<file path="src/rtl/core/pace_pkg.sv">
`timescale 1ns / 1ps
`default_nettype none
// ----------------------------------------------------------------------------
// pace_pkg: shared types and helpers for the alphanumeric character extractor
// Holds the field widths, the batch of characters that one message word gives,
// and the bit reversal that turns a stream group into a character.
// ----------------------------------------------------------------------------
package pace_pkg;

    localparam int WordBits    = 32;
    localparam int CharBits    = 7;
    localparam int PayloadBits = 20;
    localparam int PayloadLsb  = 11;
    localparam int LeftBits    = 6;
    localparam int MaxChars    = 3;
    localparam int StreamBits  = LeftBits + PayloadBits;

    typedef logic [WordBits-1:0] t_word;
    typedef logic [CharBits-1:0] t_char;
    typedef logic [LeftBits-1:0] t_left_bits;
    typedef logic [2:0]          t_left_cnt;
    typedef logic [1:0]          t_char_cnt;

    // Characters in emission order: chars[0] goes out first.
    typedef struct packed {
        t_char [MaxChars-1:0] chars;
        t_char_cnt            count;
    } t_char_batch;

    // The first stream bit of a group becomes bit 0 of the character.
    function automatic t_char rev7(input t_char v);
        t_char r;
        for (int i = 0; i < CharBits; i++) begin
            r[i] = v[CharBits-1-i];
        end
        return r;
    endfunction

endpackage
`default_nettype wire

</file>
<file path="src/rtl/core/pace_word_if.sv">
`timescale 1ns / 1ps
`default_nettype none
// ----------------------------------------------------------------------------
// pace_word_if: codeword request channel
// Carries one received 32-bit codeword per request with valid/ready.
// ----------------------------------------------------------------------------
interface pace_word_if;
    logic                 valid;
    logic                 ready;
    pace_pkg::t_word      codeword;

    modport source (output valid, output codeword, input ready);
    modport sink   (input valid, input codeword, output ready);
endinterface
`default_nettype wire

</file>
<file path="src/rtl/core/pace_char_if.sv">
`timescale 1ns / 1ps
`default_nettype none
// ----------------------------------------------------------------------------
// pace_char_if: character request channel
// Carries one decoded character per request with valid/ready.
// ----------------------------------------------------------------------------
interface pace_char_if;
    logic                 valid;
    logic                 ready;
    pace_pkg::t_char      character;
    logic                 last_of_run;

    modport source (output valid, output character, output last_of_run, input ready);
    modport sink   (input valid, input character, input last_of_run, output ready);
endinterface
`default_nettype wire

</file>
<file path="src/rtl/core/pace_unpack.sv">
`timescale 1ns / 1ps
`default_nettype none
// ----------------------------------------------------------------------------
// pace_unpack: splits one message word into characters
// Joins the carried bits with the 20 payload bits, cuts 7-bit groups from the
// front and returns the bits that are left for the next message word.
// ----------------------------------------------------------------------------
module pace_unpack (
    input  pace_pkg::t_word       i_codeword,
    input  pace_pkg::t_left_bits  i_left_bits,
    input  pace_pkg::t_left_cnt   i_left_count,
    output pace_pkg::t_char_batch o_batch,
    output pace_pkg::t_left_bits  o_left_bits,
    output pace_pkg::t_left_cnt   o_left_count
);
    import pace_pkg::*;

    t_left_cnt             cnt;
    t_left_cnt             next_cnt;
    logic [StreamBits-1:0] stream;
    logic [StreamBits-1:0] aligned;

    always_comb begin
        cnt = (i_left_count > 3'd6) ? 3'd6 : i_left_count;
        stream = {i_left_bits & ~(6'h3F << cnt),
                  i_codeword[PayloadLsb+PayloadBits-1:PayloadLsb]};
        // Move the oldest valid bit to the top of the stream.
        aligned = stream << (3'd6 - cnt);

        o_batch.chars[0] = rev7(aligned[StreamBits-1  -: CharBits]);
        o_batch.chars[1] = rev7(aligned[StreamBits-8  -: CharBits]);
        o_batch.chars[2] = rev7(aligned[StreamBits-15 -: CharBits]);
        o_batch.count    = (cnt == 3'd0) ? 2'd2 : 2'd3;

        // Twenty bits alone give two characters and six spare bits;
        // any carried bit completes a third character.
        next_cnt     = (cnt == 3'd0) ? 3'd6 : cnt - 3'd1;
        o_left_count = next_cnt;
        o_left_bits  = stream[LeftBits-1:0] & ~(6'h3F << next_cnt);
    end

endmodule
`default_nettype wire

</file>
<file path="src/rtl/core/pace_char_queue.sv">
`timescale 1ns / 1ps
`default_nettype none
// ----------------------------------------------------------------------------
// pace_char_queue: result register for up to three characters
// Loads a whole batch at once and shifts one character out per request.
// ----------------------------------------------------------------------------
module pace_char_queue (
    input  wire logic              i_clk,
    input  wire logic              i_rst_n,
    input  wire logic              i_load,
    input  pace_pkg::t_char_batch  i_batch,
    output logic                   o_can_load,
    pace_char_if.source            o_char
);
    import pace_pkg::*;

    t_char     r_chars [MaxChars];
    t_char_cnt r_left;
    logic      fire;

    assign o_char.valid       = (r_left != 2'd0);
    assign o_char.character   = r_chars[0];
    assign o_char.last_of_run = (r_left == 2'd1);
    assign fire               = o_char.valid && o_char.ready;
    assign o_can_load         = (r_left == 2'd0) || ((r_left == 2'd1) && fire);

    always_ff @(posedge i_clk) begin
        if (!i_rst_n) begin
            r_left <= 2'd0;
        end else if (i_load) begin
            r_left <= i_batch.count;
        end else if (fire) begin
            r_left <= r_left - 2'd1;
        end
    end

    always_ff @(posedge i_clk) begin
        if (i_load) begin
            for (int i = 0; i < MaxChars; i++) begin
                r_chars[i] <= i_batch.chars[i];
            end
        end else if (fire) begin
            r_chars[0] <= r_chars[1];
            r_chars[1] <= r_chars[2];
        end
    end

endmodule
`default_nettype wire

</file>
<file path="src/rtl/core/pocsag_alpha_char_extractor.sv">
`timescale 1ns / 1ps
`default_nettype none
// ----------------------------------------------------------------------------
// pocsag_alpha_char_extractor: streaming alphanumeric message decoder
// Turns message codewords into 7-bit characters, carrying spare stream bits
// from one message word to the next. Address and idle words are dropped.
// ----------------------------------------------------------------------------
//
//   Channel   Dir   Payload                         Per request
//   i_word    in    codeword[31:0]                  one codeword
//   o_char    out   character[6:0], last_of_run     one character
//
// A message word gives two or three characters, sent one per cycle while
// o_char is ready; the output queue register holds them, so the block takes
// no new word before the last queued character goes. A new word is taken in
// the same cycle that the last queued character is taken, so there is no gap
// between words. Address and idle words are taken whenever the queue can load.
// Reset clears the carried bits and empties the queue. A stall on o_char
// holds the current character and keeps i_word.ready low once it is the last.
// ----------------------------------------------------------------------------
module pocsag_alpha_char_extractor (
    input  wire logic   i_clk,
    input  wire logic   i_rst_n,
    pace_word_if.sink   i_word,
    pace_char_if.source o_char
);
    import pace_pkg::*;

    // Stream bits carried between message words, right aligned.
    t_left_bits  r_left_bits;
    t_left_cnt   r_left_count;
    t_left_bits  n_left_bits;
    t_left_cnt   n_left_count;

    t_char_batch batch;
    logic        can_load;
    logic        word_fire;
    logic        load;

    pace_unpack u_unpack (
        .i_codeword   (i_word.codeword),
        .i_left_bits  (r_left_bits),
        .i_left_count (r_left_count),
        .o_batch      (batch),
        .o_left_bits  (n_left_bits),
        .o_left_count (n_left_count)
    );

    // Bit 31 set marks a message word; only those touch the queue or state.
    assign i_word.ready = can_load;
    assign word_fire    = i_word.valid && can_load;
    assign load         = word_fire && i_word.codeword[WordBits-1];

    always_ff @(posedge i_clk) begin
        if (!i_rst_n) begin
            r_left_bits  <= '0;
            r_left_count <= '0;
        end else if (load) begin
            r_left_bits  <= n_left_bits;
            r_left_count <= n_left_count;
        end
    end

    pace_char_queue u_queue (
        .i_clk      (i_clk),
        .i_rst_n    (i_rst_n),
        .i_load     (load),
        .i_batch    (batch),
        .o_can_load (can_load),
        .o_char     (o_char)
    );

endmodule
`default_nettype wire
</file>
<file path="src/flat_wrapper.sv">
// flat-port wrapper written by rule: the top's interface ports become plain ports
module pocsag_alpha_char_extractor_flat import pace_pkg::*;
  (i_clk, i_rst_n, i_word_valid, i_word_codeword, i_word_ready, o_char_valid, o_char_character, o_char_last_of_run, o_char_ready);
  pace_word_if i_word_i ();
  pace_char_if o_char_i ();
  input  wire logic i_clk;
  input  wire logic i_rst_n;
  input wire logic [$bits(i_word_i.valid)-1:0] i_word_valid;
  input wire logic [$bits(i_word_i.codeword)-1:0] i_word_codeword;
  output wire logic [$bits(i_word_i.ready)-1:0] i_word_ready;
  output wire logic [$bits(o_char_i.valid)-1:0] o_char_valid;
  output wire logic [$bits(o_char_i.character)-1:0] o_char_character;
  output wire logic [$bits(o_char_i.last_of_run)-1:0] o_char_last_of_run;
  input wire logic [$bits(o_char_i.ready)-1:0] o_char_ready;
  assign i_word_i.valid = i_word_valid;
  assign i_word_i.codeword = i_word_codeword;
  assign i_word_ready = i_word_i.ready;
  assign o_char_valid = o_char_i.valid;
  assign o_char_character = o_char_i.character;
  assign o_char_last_of_run = o_char_i.last_of_run;
  assign o_char_i.ready = o_char_ready;
  pocsag_alpha_char_extractor u_core (.i_clk(i_clk), .i_rst_n(i_rst_n), .i_word(i_word_i), .o_char(o_char_i));
endmodule
</file>
<file path="config.mk">
export PLATFORM = sky130hd
export DESIGN_NAME = pocsag_alpha_char_extractor_flat
export DESIGN_NICKNAME = d
export VERILOG_FILES = /design/src/rtl/core/pace_pkg.sv /design/src/rtl/core/pace_word_if.sv /design/src/rtl/core/pace_char_if.sv /design/src/rtl/core/pace_unpack.sv /design/src/rtl/core/pace_char_queue.sv /design/src/rtl/core/pocsag_alpha_char_extractor.sv /design/src/flat_wrapper.sv
export SDC_FILE = /design/constraint.sdc
export NUM_CORES = 1
export LEC_CHECK = 0
export BUFFER_PORTS_ARGS = -buffer_cell sky130_fd_sc_hd__buf_4
export CAP_MARGIN = 15
export CORE_ASPECT_RATIO = 0.6
export CORE_MARGIN = 3
export CORE_UTILIZATION = 30
export DETAILED_ROUTE_END_ITERATION = 8
export SETUP_SLACK_MARGIN = 0.15
export SYNTH_ARGS = -nofsm -noshare
export SYNTH_HDL_FRONTEND = slang
export SYNTH_HIERARCHICAL = 1
export SYNTH_SLANG_ARGS = --single-unit
export TNS_END_PERCENT = 5
</file>
<file path="constraint.sdc">
create_clock -name i_clk -period 3.12 [get_ports i_clk]
set_input_delay 0 -clock i_clk [delete_from_list [all_inputs] [get_ports i_clk]]
set_output_delay 0 -clock i_clk [all_outputs]
set_load 0.005 [all_outputs]
</file>
-- Word level (Yosys, flattened, before mapping)
Memories as Yosys holds them, arrays and structs flattened.
Cells that the tools add are included.
- register bits after elaboration: 11
- bits in latches: 0
- RAM bits: 21
- memory bits (read-only): 0
- input port bits: 36
- output and inout port bits: 10
- logic and storage cells: 39
- memories: 1
- memories (name ; depth ; bits a word ; read ports ; clocked after Yosys merged registers in ; wr ports ; line ; RTL):
    u_core.u_queue.r_chars ; 3 ; 7 ; 3 ; 0 ; 3 ; pace_char_queue.sv:17 ; t_char r_chars [MaxChars];
- add/sub/neg operators: 3
- multiply operators: 0
- divide/modulo/power cells: 0
- $lt $le $gt $ge: 1
- equality and inequality tests: 1
- shift operators: 3
- muxes and demuxes: 12
- bitwise gates (word level): 6
- reduce and logical (&&, ||, !) cells: 9
- operator list (kind ; number):
    $shl 26x3->26 ; 1
    $mux 7 ; 2
    $and 6x6->6 ; 2
    $not 6->6 ; 2
    $shl 6x3->6 const A ; 2
    $mux 1 ; 6
    $mux 3 ; 2
    $logic_and 1x1->1 ; 4
    $mux 2 ; 2
    $reduce_bool 2->1 ; 2
    $gt 3x3->1 const B ; 1
    $logic_not 3->1 ; 1
    $sub 3x1->3 const B ; 1
    $sub 3x3->3 const A ; 1
    $eq 2x1->1 const B ; 1
    $logic_not 2->1 ; 1
    $or 1x1->1 ; 2
    $sub 2x1->2 const B ; 1
    $logic_or 1x1->1 ; 1

-- Depth between registers and ports, before layout
Gate-level depths: netlist of the first run.
- depth after elaboration: 9
- mapped depth: 12
- depth with buffers taken out: 8

-- Cells and area by module
The synthesis of the first run kept the hierarchy.
- by module, submodules not included (module ; times used ; cells each ; area an instance (µm²) ; seq. area each (µm²)):
    pace_unpack ; 1 ; 171 ; 1234.9 ; 0.0
    pace_char_queue ; 1 ; 64 ; 1061.0 ; 670.6
    pocsag_alpha_char_extractor ; 1 ; 40 ; 375.4 ; 180.2

-- Worst setup path before layout of the first run
OpenSTA, ideal clock, no wires.
- path kind: register to register
- start point: reg u_core.r_left_count[0]
- end point: mem u_core/u_queue/r_chars[0][11] in the netlist's numbering (data pin)
- setup time: 0.260 ns
- data arrival time: 2.295 ns
- data required time: 2.860 ns
- setup slack: 0.565 ns
- cell stages (with the launch flop): 12
- path buffers: 4
- clock period less this slack: 2.555 ns
- path through: dfxtp_1 -> nor2b_1 -> buf_4 -> buf_6 -> nand2_1 -> ha_1 -> buf_2 -> inv_1 -> buf_2 -> o311ai_0 -> o221ai_1 -> mux2_2
- RTL lines (element ; line ; RTL):
    start, declared ; pocsag_alpha_char_extractor.sv:31 ; t_left_cnt r_left_count;
    start signal, assigned ; pocsag_alpha_char_extractor.sv:60 ; r_left_count <= n_left_count;
    end, declared ; pace_char_queue.sv:17 ;

==> run metrics, run 1 <==
Synth cell types=49; Root Buffer=clkbuf_16; switch share=0.3067; Final Hold Fails=0; Post-CTS Setup Repair Bufs=0; post-CTS sizing=0; Mean Syn Cell Area=9.714 um2; Core Region=0.008258 mm2; Post-DP HPWL=5508 um; H-tree levels=2; Initial DRC Count=227; status=finished, final reports clean; Internal=0.001290 W; vias in the first global route=1974; Finish-stage setup viols=0; total global routing track utilization=0.1455; PortBufs=34; Finished Cell Area=0.003075 mm2; Hold Crit Class=in2reg; clk buf depth=2; syn_nets=314; Tightest Pin Transition=0.6356 ns; Area contributors post-synth=edfxtp_1 (24%), mux2i_1 (13%), dfxtp_1 (8.2%); die width=127.8 um; skew final=0.004669 ns; ANT cells=0; area growth from synthesis to layout=15.13%; latest clock arrival within the worst-skew pair=0.28 ns; Period minus WS final=2.537 ns; first-pass GRT wire length=11360 um; commonest non-fill, non-tap cells in the layout=nand2_1 (50), buf_4 (40), mux2i_1 (34), edfxtp_1 (21), mux2_4 (14); post-route ant nets=0; Synth area leader=edfxtp_1; GPL Wtd Cong=0.9024; DP Area=0.002903 mm2; Slew Limit Headroom=0.5763; Die Span Y=79.10 um; CP arrival=2.57 ns; TritonCTS buffer count=5; fmax=0.3941 GHz; combinational power share=0.369; unrepaired setup endpoints after global routing=false; wire per inst=18.25 um; clock share of power=0.308; sequential group share of total power=0.323; WL final=7337 um; Mapped Area=0.002671 mm2; Max IR drop VDD=0.1933 mV; CTS tree=built; crit path max fanout=40; EDFF count, synth=21; Num Clock Sinks=32; die area=0.01011 mm2; cell row count=25; total gr overflow=0; Worst Path Required=3.15 ns; dpl ws=0.6482 ns; Yosys reg bits=32; category of the most critical setup path=reg2reg; Worst-path clk slew=0.05 ns; number of remaining DRC errors=0; share of synthesized registers carrying an async set or reset=0; LEAKAGE=1.177 nW; initial antenna violation count=0; IO Pins=46; YS warnings=6; setup slack after layout=0.5827 ns; PwrDens=605.1 mW/mm2; FF-to-FF setup slack=0.58 ns; layout cell share with drive strength beyond 1=0.2653; Vias/cell=5.468; final setup TNS=0 ns; Post-Synthesis Cells=275; vias=2198; largest net degree at the start of global routing=41; First-pass DRT Iterations=5; Final Cycle Share=0.8132; max-slew violations=0; sequential area share after synthesis=0.3185; top cell type's share of synthesized area=0.2361; Nets=332; Main synth FF type=edfxtp_1; Pwr Total=0.001861 W; critical path capture point type=flop; hold_buf cts=0; CP Launch Type=flop; switching power=0.0005707 W; initial core utilization=0.3235; number of max-cap violations=0; commonest non-fill, non-tap cell in the layout=nand2_1
stage by stage:
stage	hold slack (ns)	util	instances
3_5_place_dp	0.3389	0.3515	394
5_1_grt	0.07448	0.3724	402
2_1_floorplan	0.1093	-	275
3_3_place_gp	0.3228	0.3515	394
6_report	0.06942	0.3724	402
4_1_cts	0.05658	0.3724	402
layer usage:
layer | track usage | vias to the layer above | wire, um
met5 | 0 | - | 0
met4 | 0.02119 | 0 | 32
met3 | 0.04839 | 5 | 731
met2 | 0.1769 | 102 | 2645
met1 | 0.2403 | 1058 | 3927
li1 | - | 1033 | -
cell usage after synthesis (2+ instances only):
library cell / n
mux2_4: 14
dfxtp_1: 11
nand2b_1: 2
buf_6: 3
mux2_1: 2
a31oi_1: 4
and2_1: 3
buf_4: 12
a21boi_0: 3
mux4_2: 4
o21ai_0: 10
nor2_1: 7
nand3b_1: 2
mux2i_1: 34
a21oi_1: 10
nand2_1: 50
nor2b_1: 4
mux2_2: 10
ha_1: 3
buf_2: 9
nand3_1: 4
o221ai_1: 9
edfxtp_1: 21
and3_1: 2
inv_1: 8
o21ai_1: 2
a211oi_1: 4
o211ai_1: 4
clkbuf_1: 3
o22a_1: 2
power by group through the flow:
stage          registers, W  clock network, W  logic [W]
2_1_floorplan      0.000594                 0   0.000527
3_3_place_gp       0.000607                 0   0.000667
3_5_place_dp       0.000610                 0   0.000681
4_1_cts            0.000602          0.000585   0.000684
5_1_grt            0.000608          0.000607   0.000754
6_report           0.000601          0.000573   0.000687
registers in the layout, indices dropped and copies added, names as in the netlist:
register / count
u_core/r_left_bits: 6
u_core/r_left_count: 3
u_core/u_queue/r_chars: 21
u_core/u_queue/r_left: 2
cell type report:
type	instances	area, um2
tap	108	135.1
inverter	8	30.03
timing repair buffer	40	300.3
clock inverter	2	33.78
sequential	32	850.8
clock buffer	6	138.9
fill	861	5182
multi-input combinational	206	1587
final timing paths:
kind / cells past startpoint / startpoint / end
max: 6 / u_core/r_left_count[0] / u_core/u_queue/r_chars[0][6]
min: 3 / i_rst_n / u_core/u_queue/r_left[1]
max reg2reg: 6 / u_core/r_left_count[0] / u_core/u_queue/r_chars[0][6]
min reg2reg: 2 / u_core/r_left_bits[5] / u_core/r_left_bits[5]
cell families after synthesis:
family	Yosys count	synth area share
flip-flops	32	0.3185
buffers and inverters	37	0.08759
multiplexers	64	0.2904
XOR/XNOR	2	0.006559
other	1	0.001404
adder cells (fa/ha/maj)	3	0.01405
AO/OA/AOI/OAI	56	0.1410
AND/OR/NAND/NOR	80	0.1405
worst max-delay path: stages (launching register included):
cell and delay, ns:
dfxtp_1 0.32, buf_4 0.44, nand2b_1 0.48, nand2_1 0.21, nand2_1 0.09, mux4_2 0.47, mux2_4 0.27
Power figures use the tool's default switching activity.
==> run 2, diff against run 1 <==
- clock period: 3.12 -> 2.66 ns (I/O delays scaled with it)
==> run metrics, run 2 (synthesized netlist as in run 1, its figures left out) <==
status=finished, final reports clean; PortBufs=34 (unchanged); number of max-cap violations=0 (unchanged); hold_buf cts=0 (unchanged); Final Cycle Share=0.9126 (+0.09939); crit path max fanout=8 (-80%); area growth from synthesis to layout=15.88%; total gr overflow=0 (unchanged); die width=127.8 um (unchanged); skew final=0.001538 ns (-0.003131 ns); Core Region=0.008258 mm2 (unchanged); WL final=7511 um (+2.4%); first-pass GRT wire length=11730 um (+3.3%); CP arrival=2.46 ns (-0.11 ns); layout cell share with drive strength beyond 1=0.2718 (+0.006506); Root Buffer=clkbuf_16; post-route ant nets=0 (unchanged); Vias/cell=5.505 (+0.68%); LEAKAGE=1.189 nW (+1.0%); Nets=336 (+1.2%); Post-DP HPWL=5516 um (+0.14%); Hold Crit Class=in2reg; CP max-delay cell=o311ai_0; unrepaired setup endpoints after global routing=false; wire per inst=18.50 um (+1.4%); vias=2235 (+1.7%); CP Launch Type=flop; commonest non-fill, non-tap cells in the layout=nand2_1 (50), buf_4 (44), mux2i_1 (34), edfxtp_1 (21), mux2_4 (14); category of the most critical setup path=reg2reg; Initial DRC Count=191 (-16%); critical path, cell by cell=nor2b_1, nand2_1, ha_1, inv_1, o311ai_0, o221ai_1, mux2_2; IO Pins=46 (unchanged); Largest register FFs=21 (unchanged); latest clock arrival within the worst-skew pair=0.28 ns (about the same); Worst Path Required=2.69 ns (-0.46 ns); Tightest Pin Transition=0.5528 ns (-0.08272 ns); setup slack after layout=0.2324 ns (-0.3503 ns); Finish-stage setup viols=0 (unchanged); die area=0.01011 mm2 (unchanged); critical path capture point type=flop; commonest non-fill, non-tap cell in the layout=nand2_1; number of remaining DRC errors=0 (unchanged); TritonCTS buffer count=5 (unchanged); Biggest register=u_core/u_queue/r_chars; biggest regs=u_core/u_queue/r_chars: 21 flops, u_core/r_left_bits: 6 flops, u_core/r_left_count: 3 flops; Period minus WS final=2.428 ns (-0.1097 ns); fin util=0.3748 (+0.002424); Die Span Y=79.10 um (unchanged); fmax=0.4119 GHz (+4.5%); initial core utilization=0.3235 (unchanged); Worst-path clk slew=0.05 ns (about the same); largest stage delay on the critical path=0.50 ns (+0.02 ns); ANT cells=0 (unchanged); Post-CTS Setup Repair Bufs=0 (unchanged); GPL Wtd Cong=0.9230 (+2.3%); Hold WS=0.06045 ns (-0.008972 ns); Slew Limit Headroom=0.6306 (+0.05427); dpl ws=0.3193 ns (-0.3290 ns); First-pass DRT Iterations=4 (-1); initial antenna violation count=0 (unchanged); vias in the first global route=2001 (+1.4%); Num Clock Sinks=32 (unchanged); CTS tree=built; H-tree levels=2 (unchanged); post-CTS sizing=0 (unchanged); final setup TNS=0 ns (unchanged); PwrDens=705.5 mW/mm2 (+17%); clk buf depth=2 (unchanged); fillcell total=842 (-2.2%); largest net degree at the start of global routing=41 (unchanged); max-slew violations=0 (unchanged); total global routing track utilization=0.1516 (+0.006097); Max IR drop VDD=0.2364 mV (+22%); cell row count=25 (unchanged); Final Hold Fails=0 (unchanged)
run 2: cell count changes in the layout (fill, tap and decap cells not counted):
cell | previous run | this run
buf_4 | 40 | 44
clkbuf_8 | 1 | 0
clkinv_1 | 1 | 2
run 2: critical path: cells and delay by family, from the launching register on:
kind | cells | cell delay, ns
muxes | 1 | 0.31
DFF | 1 | 0.38
buffers and inverters | 1 | 0.15
AOI/OAI and AO/OA | 2 | 0.71
adders and majority gates | 1 | 0.31
and+or+nand+nor | 2 | 0.30
run 2: through the flow:
stage,area (um2),total power (W),cells
after global placement,2933,0.001513,398
after detailed placement,2933,0.001529,398
after global routing,3095,0.002299,406
after floorplan,2674,0.001316,275
after CTS,3095,0.002199,406
final,3095,0.002184,406
run 2: power by group:
group	internal [W]	leakage, nW	switching [W]
sequential	0.000663	0.288	0.0000396
clock	0.000435	0.0789	0.000217
combinational	0.000398	0.822	0.000431
total	0.00150	1.19	0.000688
run 2: per-layer routing:
metal / track usage / routed length [um] / vias up
met5: 0 / 0 / -
met4: 0.04131 / 90 / 0
met3: 0.04368 / 639 / 11
met2: 0.1905 / 2794 / 94
met1: 0.2419 / 3987 / 1087
li1: - / - / 1043
run 2: final cells by class:
cell class / count / area [um2] / area share
inverters: 8 / 30.03 / 0.009701
clock inverters: 3 / 37.54 / 0.01213
well taps: 108 / 135.1 / 0.04365
flip-flops and latches: 32 / 850.8 / 0.2749
clock buffers: 5 / 125.1 / 0.04042
repair buffers: 44 / 330.3 / 0.1067
multi-input cells: 206 / 1587 / 0.5125
run 2: final timing paths:
| kind | start | endpoint | slack [ns] | cells past startpoint |
|---|---|---|---|---|
| worst max-delay path | u_core/r_left_count[2] | u_core/u_queue/r_chars[0][11] | 0.23 | 7 |
| worst min register to register | u_core/r_left_bits[5] | u_core/r_left_bits[5] | 0.47 | 2 |
| worst min-delay path | i_rst_n | u_core/u_queue/r_left[1] | 0.06 | 3 |
| worst max register to register | u_core/r_left_count[2] | u_core/u_queue/r_chars[0][11] | 0.23 | 7 |
